`src/plcg_pkg.sv`:
```
`default_nettype none
// ---------------------------------------------------------------------------
// plcg_pkg
// shared types and constants of the piecewise linear color gradient
// ---------------------------------------------------------------------------
package plcg_pkg;
    localparam int MAX_STOPS_DEF = 16;
    localparam int POS_W = 17;
    localparam int CH_W = 16;
    localparam int FRAC_W = 16;
    localparam int CNT_W = 4;
    localparam logic [POS_W-1:0] ONE_Q16 = 17'h10000;

    localparam logic ACT_WRITE = 1'b0;
    localparam logic ACT_EVAL = 1'b1;

    localparam logic [0:0] ADDR_INTERIOR = 1'b0;

    typedef struct packed {
        logic [CH_W-1:0] red;
        logic [CH_W-1:0] green;
        logic [CH_W-1:0] blue;
    } color_t;

    // one classified request from the front to the back
    typedef struct packed {
        logic             eval;
        logic [7:0]       idx;
        logic [POS_W-1:0] pos;
        color_t           color;
    } req_t;
endpackage
`default_nettype wire

```
`src/plcg_front.sv`:
```
`default_nettype none
// ---------------------------------------------------------------------------
// plcg_front
// accepts stream items and classifies them into queue requests
// ---------------------------------------------------------------------------
module plcg_front (
    input  wire logic         s_tvalid,
    output logic              s_tready,
    input  wire logic [87:0]  s_tdata,
    input  wire logic         s_tuser,
    output logic              q_valid,
    input  wire logic         q_ready,
    output plcg_pkg::req_t    q_req
);
    assign q_valid = s_tvalid;
    assign s_tready = q_ready;
    always_comb begin
        q_req.eval = s_tuser == plcg_pkg::ACT_EVAL;
        q_req.idx = {4'd0, s_tdata[3:0]};
        q_req.pos = (s_tuser == plcg_pkg::ACT_EVAL) ? s_tdata[85:69] : s_tdata[20:4];
        q_req.color.red = s_tdata[36:21];
        q_req.color.green = s_tdata[52:37];
        q_req.color.blue = s_tdata[68:53];
    end
endmodule
`default_nettype wire

```
`config.mk`:
```
export PLATFORM = sky130hd
export DESIGN_NAME = plcg_front
export DESIGN_NICKNAME = d
export VERILOG_FILES = /design/src/plcg_pkg.sv /design/src/plcg_front.sv
export SDC_FILE = /design/constraint.sdc
export NUM_CORES = 1
export LEC_CHECK = 0
export BUFFER_PORTS_ARGS = -buffer_cell sky130_fd_sc_hd__buf_2
export CORE_AREA = 2 2 65 67
export DETAILED_ROUTE_END_ITERATION = 10
export DIE_AREA = 0 0 67 69
export GPL_TIMING_DRIVEN = 0
export PLACE_DENSITY = 0.73
export SLEW_MARGIN = 40
export SYNTH_ARGS = -nofsm -noshare
export SYNTH_HDL_FRONTEND = slang
export SYNTH_SLANG_ARGS = --single-unit
```
`constraint.sdc`:
```
create_clock -name vclk -period 0.8
set_input_delay 0.04 -clock vclk [all_inputs]
set_output_delay 0.04 -clock vclk [all_outputs]
set_load 0.02 [all_outputs]
```
==> metrics.md <==
| Metric | Value |
|---|---|
| Starting DRT DRC Count | `4` |
| Gr busiest metal | `met2` |
| Vias | `~840` |
| Worst EP required | `approximately 760 ps` |
| # IOs | `167` |
| Gp weighted congestion | `0.6869` |
| CP max stage cell | `mux2_4` |
| Period utilisation layout | `between 90% and 100%` |
| Distinct cells, synth | `6` |
| Share of layout cells above drive strength 1 | `roughly 100%` |
| Maxcap violations | `0` |
| Max Freq | `between 1 and 1.5 GHz` |
| DRT Pass-1 Iters | `2` |
| Hold Crit Endpoint | `q_req[32]` |
| IO Port Bufs | `between 100 and 150` |
| # fillers | `~410` |
| Final setup fails | `0` |
| Setup tns final | `0 ps` |
| NumNets Final | `around 280` |
| Detailed-route wire length per cell | `about 8.1 um` |
| Most frequent cells in the layout | `buf_2, buf_4, mux2_4, mux2_2, conb_1` |
| Gr usage total | `about 6.5%` |
| Die height | `around 69 um` |
| LEAKAGE | `slightly below 0.9 nW` |
| Final hold vios | `0` |
| Worst path most repeated cell | `buf_12` |
| Worst setup EP type | `output pin` |
| CP peak stage delay | `~290 ps` |
| WP data arrival | `between 700 and 800 ps` |
| Ys Warns | `0` |
| Max IR drop VDD | `0.3430 mV` |
| Hold crit path type | `in2out` |
| Global routing usage on met2 | `between 10 and 15%` |
| Core Region | `0.003914 sq mm` |
| Initial antenna violation count | `0` |
| Critical Path Source Type | `input port` |
| Most common cell after layout, fill and taps aside | `buf_2` |
| CP max FO | `9` |
| Hold depth | `2` |
| Vias in the first global route | `between 600 and 700` |
| Crit Path Category | `in2out` |
| Largest net degree at the start of global routing | `10` |
| Total power | `slightly below 1 mW` |
| RSZ-0062 raised after global routing | `no` |
| Area occupied by multi-input gates | `between 200 and 250 sq um` |
| Post-Syn Area | `706.9 sq um` |
| Die Wd | `roughly 67 um` |
| Post-DP HPWL | `1842 um` |
| FP Rows | `23` |
| Synth Instances | `slightly below 80` |
| Overflow after GRT | `0` |
| DRC | `0` |
| Routed WL | `around 2000 um` |
| Sequential Area | `0 sq um` |
| Pins Over Slew Limit | `0` |
| Number of sequential cells | `0` |
| Min-delay src | `s_tdata[21]` |
| N_diodes | `0` |
| First-pass GRT wire length | `around 2600 um` |
| Starting Density | `roughly 18%` |
| GR met3 Demand/Resource | `less than 1%` |
| Run status | `finished, final reports clean` |
| Post-route ant nets | `0` |
| Sequential fraction of the synthesis area | `0%` |
| Cell Chain, Critical Path | `buf_12 -> buf_12 -> mux2_4 -> buf_2` |
| Pwr dens | `between 700 and 800 mW/mm^2` |
| Clock buffers | `0` |
| Post-CTS Setup Inserts | `0` |
| Minimum clock period | `783.1 ps` |
| Die area | `0.004623 sq mm` |
| Via-to-Cell Ratio | `3.523` |
| Hold_buf cts | `0` |
| Layout area overhead | `93.98%` |
| Syn avg cell area | `about 8.9 sq um` |
| Routing usage on met1 | `a little over 6%` |
[report_power, final]
part           switching, mW  internal [mW]
logic                  0.450          0.512
registers                  0              0
clock network              0              0
total                  0.450          0.512
[critical path: cells and delay by family]
kind / cells / cell delay (ps)
mux: 1 / 290
buf+inv: 3 / 420
[cell usage after synthesis (all sizes together)]
cell  instances  area share, %
buf          61             67
conb          1           0.53
mux2         17             32
[worst max path at each step]
stage	end	startpoint	cells past startpoint
after floorplan	q_req[53]	s_tuser	3
after global placement	q_req[61]	s_tuser	4
after detailed placement	q_req[53]	s_tuser	4
after CTS	q_req[53]	s_tuser	4
after global routing	q_req[58]	s_tuser	4
final	q_req[57]	s_tuser	4
[area by class of cell]
class | count | share of cell area, %
Multi-Input combinational cell | 21 | 17.79
Timing Repair Buffer | 107 | 42.43
Tap cell | 50 | 4.562
Buffer | 61 | 35.22
[cells by family after synthesis]
group                  after synthesis  share of synthesized area [%]
other                                1                         0.5305
buffers and inverters               61                          67.08
muxes                               17                          32.39
[metal layers]
layer / vias to the layer above / part of all wire (%)
li1: 408 / -
met4: 0 / 0
met3: 0 / 17
met5: - / 0
met2: 85 / 56
met1: 349 / 27
[through the flow]
stage | hold slack [ps] | instances | util [%] | setup WS [ps] | cell area (sq um)
after floorplan | 192.6 | 82 | - | 132.4 | 718.2
after global placement | 297.7 | 238 | 33.50 | -31.66 | 1311
after detailed placement | 297.7 | 238 | 33.50 | -29.04 | 1311
after CTS | 297.5 | 239 | 34.49 | 6.980 | 1350
after global routing | 300.1 | 239 | 35.04 | 1.354 | 1371
final | 296.3 | 239 | 35.04 | 16.85 | 1371
[what timing repair did]
item,CTS,global route
pin swaps,0,0
setup endpoints to repair,10,4
cloned,1,0
gates resized for setup,4,7
No activity file was read; power rests on OpenSTA's default activity.
