`src/plcg_pkg.sv`:
```
`default_nettype none
// ---------------------------------------------------------------------------
// plcg_pkg
// shared types and constants of the piecewise linear color gradient
// ---------------------------------------------------------------------------
package plcg_pkg;
    localparam int MAX_STOPS_DEF = 16;
    localparam int POS_W = 17;
    localparam int CH_W = 16;
    localparam int FRAC_W = 16;
    localparam int CNT_W = 4;
    localparam logic [POS_W-1:0] ONE_Q16 = 17'h10000;

    localparam logic ACT_WRITE = 1'b0;
    localparam logic ACT_EVAL = 1'b1;

    localparam logic [0:0] ADDR_INTERIOR = 1'b0;

    typedef struct packed {
        logic [CH_W-1:0] red;
        logic [CH_W-1:0] green;
        logic [CH_W-1:0] blue;
    } color_t;

    // one classified request from the front to the back
    typedef struct packed {
        logic             eval;
        logic [7:0]       idx;
        logic [POS_W-1:0] pos;
        color_t           color;
    } req_t;
endpackage
`default_nettype wire

```
`src/plcg_queue.sv`:
```
`default_nettype none
// ---------------------------------------------------------------------------
// plcg_queue
// two-entry request queue between front and back
// ---------------------------------------------------------------------------
module plcg_queue (
    input  wire logic            aclk,
    input  wire logic            aresetn,
    input  wire logic            in_valid,
    output logic                 in_ready,
    input  wire plcg_pkg::req_t  in_req,
    output logic                 out_valid,
    input  wire logic            out_ready,
    output plcg_pkg::req_t       out_req
);
    plcg_pkg::req_t mem_reg [2];
    logic       wr_ptr_reg, rd_ptr_reg;
    logic [1:0] count_reg;
    logic       push, pop;

    assign in_ready  = count_reg != 2'd2;
    assign out_valid = count_reg != 2'd0;
    assign out_req   = mem_reg[rd_ptr_reg];
    assign push = in_valid && in_ready;
    assign pop  = out_valid && out_ready;

    always_ff @(posedge aclk) begin
        if (push) begin
            mem_reg[wr_ptr_reg] <= in_req;
        end
        if (!aresetn) begin
            wr_ptr_reg <= 1'b0;
            rd_ptr_reg <= 1'b0;
            count_reg  <= 2'd0;
        end else begin
            if (push) wr_ptr_reg <= ~wr_ptr_reg;
            if (pop) rd_ptr_reg <= ~rd_ptr_reg;
            count_reg <= count_reg + {1'b0, push} - {1'b0, pop};
        end
    end
endmodule
`default_nettype wire

```
`config.mk`:
```
export PLATFORM = sky130hd
export DESIGN_NAME = plcg_queue
export DESIGN_NICKNAME = d
export VERILOG_FILES = /design/src/plcg_pkg.sv /design/src/plcg_queue.sv
export SDC_FILE = /design/constraint.sdc
export NUM_CORES = 1
export LEC_CHECK = 0
export BUFFER_PORTS_ARGS = -buffer_cell sky130_fd_sc_hd__buf_2
export CORE_MARGIN = 1.5
export CORE_UTILIZATION = 52
export DETAILED_ROUTE_END_ITERATION = 10
export HOLD_SLACK_MARGIN = 0.05
export PLACE_DENSITY = 0.79
export SYNTH_ARGS = -nofsm -noshare
export SYNTH_HDL_FRONTEND = slang
export SYNTH_SLANG_ARGS = --single-unit
```
`constraint.sdc`:
```
create_clock -name aclk -period 5.51 [get_ports aclk]
set_clock_uncertainty 0.15 [all_clocks]
set_input_delay 0.8265 -clock aclk [delete_from_list [all_inputs] [get_ports aclk]]
set_output_delay 0.8265 -clock aclk [all_outputs]
set_load 0.005 [all_outputs]
```
==> flow_summary.json <==
{
  "hold_path.class": "input pin to flop",
  "nNetsFinal": 500,
  "dieWidth_um": 109,
  "start_kind": "flop",
  "cts.htree.levels": 4,
  "vias_per_cell": 4.98,
  "num_io_pins": 154,
  "worstPathArrival_ns": 2.53,
  "grt_setup_unrepaired": "no",
  "min_to": "mem_reg[1][49]",
  "dp_worst_setup_slack_ns": 2.50,
  "synth-seq-cells": 153,
  "r2r_cells": 4,
  "rr_startpoint": "count_reg[0]",
  "insertion_delay_ns": 0.51,
  "critPathRequiredTime_ns": 4.53,
  "netlist.area_leader.share_pct": 76.4,
  "multi_input_area_um2": 1200,
  "grt_max_degree": 75,
  "coreArea_um2": 10900,
  "drtIter0Drc": 160,
  "synthCells": 254,
  "area_growth_pct": 25.5,
  "clk_pin_slew_ns": 0.06,
  "drt_pass1_iterations": 4,
  "dieArea_um2": 11800,
  "period_minus_slack_ns": 3.50,
  "cts-root-buf": "clkbuf_8",
  "vias": 2856,
  "regToRegSetupSlack_ns": 2.90,
  "timing.slew.headroom_pct": 32.3,
  "io_buffers": 153,
  "post_cts_buffers": 0,
  "cts_resized": 0,
  "antenna_cells": 0,
  "yosys_warnings": 0,
  "clock_sinks": 153,
  "critPathCaptureType": "output port",
  "async_flop_share_pct": 0,
  "overflow": 0,
  "grt_usage_pct": 16.8,
  "synth-edff-count": 148,
  "worst_pin_slew_ns": 1.02,
  "dp.final_hpwl_um": 6260,
  "yosysMostFrequentCell": "edfxtp_1",
  "wl_per_cell_um": 16.6,
  "seqCellArea_um2": 4550,
  "min-delay-start": "in_req[49]",
  "p_leak_uw": 0.00286,
  "postSynthAreaPerCell_um2": 22.9,
  "synthTopCellsByCount": "edfxtp_1 (148), mux2_4 (60), mux2_2 (14)",
  "status": "finished clean",
  "ys.flop_type": "edfxtp_1",
  "hold_depth": 1,
  "final_max_slew_viol_count": 0,
  "finalHoldViolCount": 0,
  "drt-total-wl_um": 9540,
  "regToRegEndpoint": "mem_reg[0][30]",
  "p_per_area_nw_per_um2": 465,
  "gp_congestion": 0.719,
  "min_period_over_period_pct": 63.6,
  "post-synth-top-area-cell": "edfxtp_1",
  "antenna_found_initial": 1,
  "setup.worst_path.class": "flop to output port",
  "synth_cell_types": 18,
  "cts_max_path_buffers": 2,
  "ys_seq_area_share_pct": 78.1,
  "syn-cell-area_um2": 5820,
  "drtAntennaViolNets": 0,
  "drc_errors": 0,
  "grt_pass1_vias": 2859,
  "maxCapViolations": 0,
  "cts_tree": "done",
  "die_h_um": 109,
  "cp_max_fo": 48,
  "grt_first_pass_wirelength_um": 14300,
  "largest_reg_flops": 148,
  "syn-num-nets": 334,
  "cts_hold_buf": 0,
  "start_util_pct": 53.5,
  "n_fill_cell": 756,
  "max_freq_mhz": 286,
  "drive_above_1_share_pct": 60.5,
  "vdd_ir_drop_max_uv": 275,
  "num_rows": 38,
  "numCtsBuffers": 17,
  "synthTopCellsByArea": "edfxtp_1 (76%), mux2_4 (15%), mux2_2 (2.7%), dfxtp_1 (1.7%), buf_6 (1.4%)",
  "setup_tns_ns": 0,
  "fin_ws_ns": 2.01,
  "setup_viol": 0
}
## worst max-delay path, cell delays in order, from the launching register on
cell and delay (ns):
dfxtp_4 0.89, buf_4 0.54, mux2_2 0.40, buf_2 0.13
## cells in the final DEF (no fill, tap or decap), types with 3 or more instances in the layout
cell	netlist	layout
buf_2	1	153
edfxtp_1	148	148
mux2_4	60	60
clkbuf_16	0	16
mux2_2	14	14
clkinvlp_4	0	4
dfxtp_1	5	4
xnor2_1	3	3
clkbuf_8	0	3
clkbuf_1	0	3
bufinv_16	0	3
## logic make-up (layout without fill, tap and decap cells)
logic type                 Yosys count  after routing  share of synthesized area, %
DFF                                153            153                          78.1
buffers and inverters                9            188                          1.50
and+or+nand+nor                     11             11                          1.05
muxes                               75             75                          18.4
xor gates and xnor gates             3              3                         0.452
adders and majority gates            2              2                         0.430
AOI/OAI and AO/OA                    1              1                         0.129
## how the worst max path moves through the flow
stage	depth (start not counted)	to	slack, ns
after global routing	3	out_req[7]	1.88
after floorplan	2	mem_reg[0][0]	0.84
after global placement	4	mem_reg[0][27]	2.53
after detailed placement	4	mem_reg[0][27]	2.50
final	3	out_req[7]	2.01
after CTS	3	out_req[7]	1.96
## metrics by stage
stage | util (%) | hold slack [ns] | instances | area (um^2) | total power, uW
5_1_grt | 67.1 | 0.325 | 573 | 7300 | 3550
4_1_cts | 67.1 | 0.326 | 573 | 7300 | 3440
3_5_place_dp | 61.6 | 0.375 | 541 | 6710 | 2300
2_1_floorplan | - | 0.305 | 254 | 5820 | 2050
6_report | 67.1 | 0.354 | 573 | 7300 | 3390
3_3_place_gp | 61.6 | 0.362 | 541 | 6710 | 2280
## cell type report
class / instances / share of cell area (%)
Clock buffer: 22 / 6.20
Inverter: 1 / 0.0514
Tap cell: 140 / 2.40
Multi-Input combinational cell: 92 / 16.4
Clock inverter: 10 / 1.95
Timing Repair Buffer: 155 / 10.7
Sequential cell: 153 / 62.3
## where the power goes
group / switching, uW / leakage, uW / internal (uW) / total (uW)
sequential: 101 / 0.00142 / 1470 / 1570
clock: 419 / 0.000278 / 715 / 1130
combinational: 279 / 0.00116 / 413 / 692
## metal layers
layer  GRT usage (%)  share of wire (%)
met5               0               0.10
met2            27.7                 51
met4            6.30               0.99
met1            19.8                 40
met3            7.05                8.1
No activity file was read; power rests on OpenSTA's default activity.
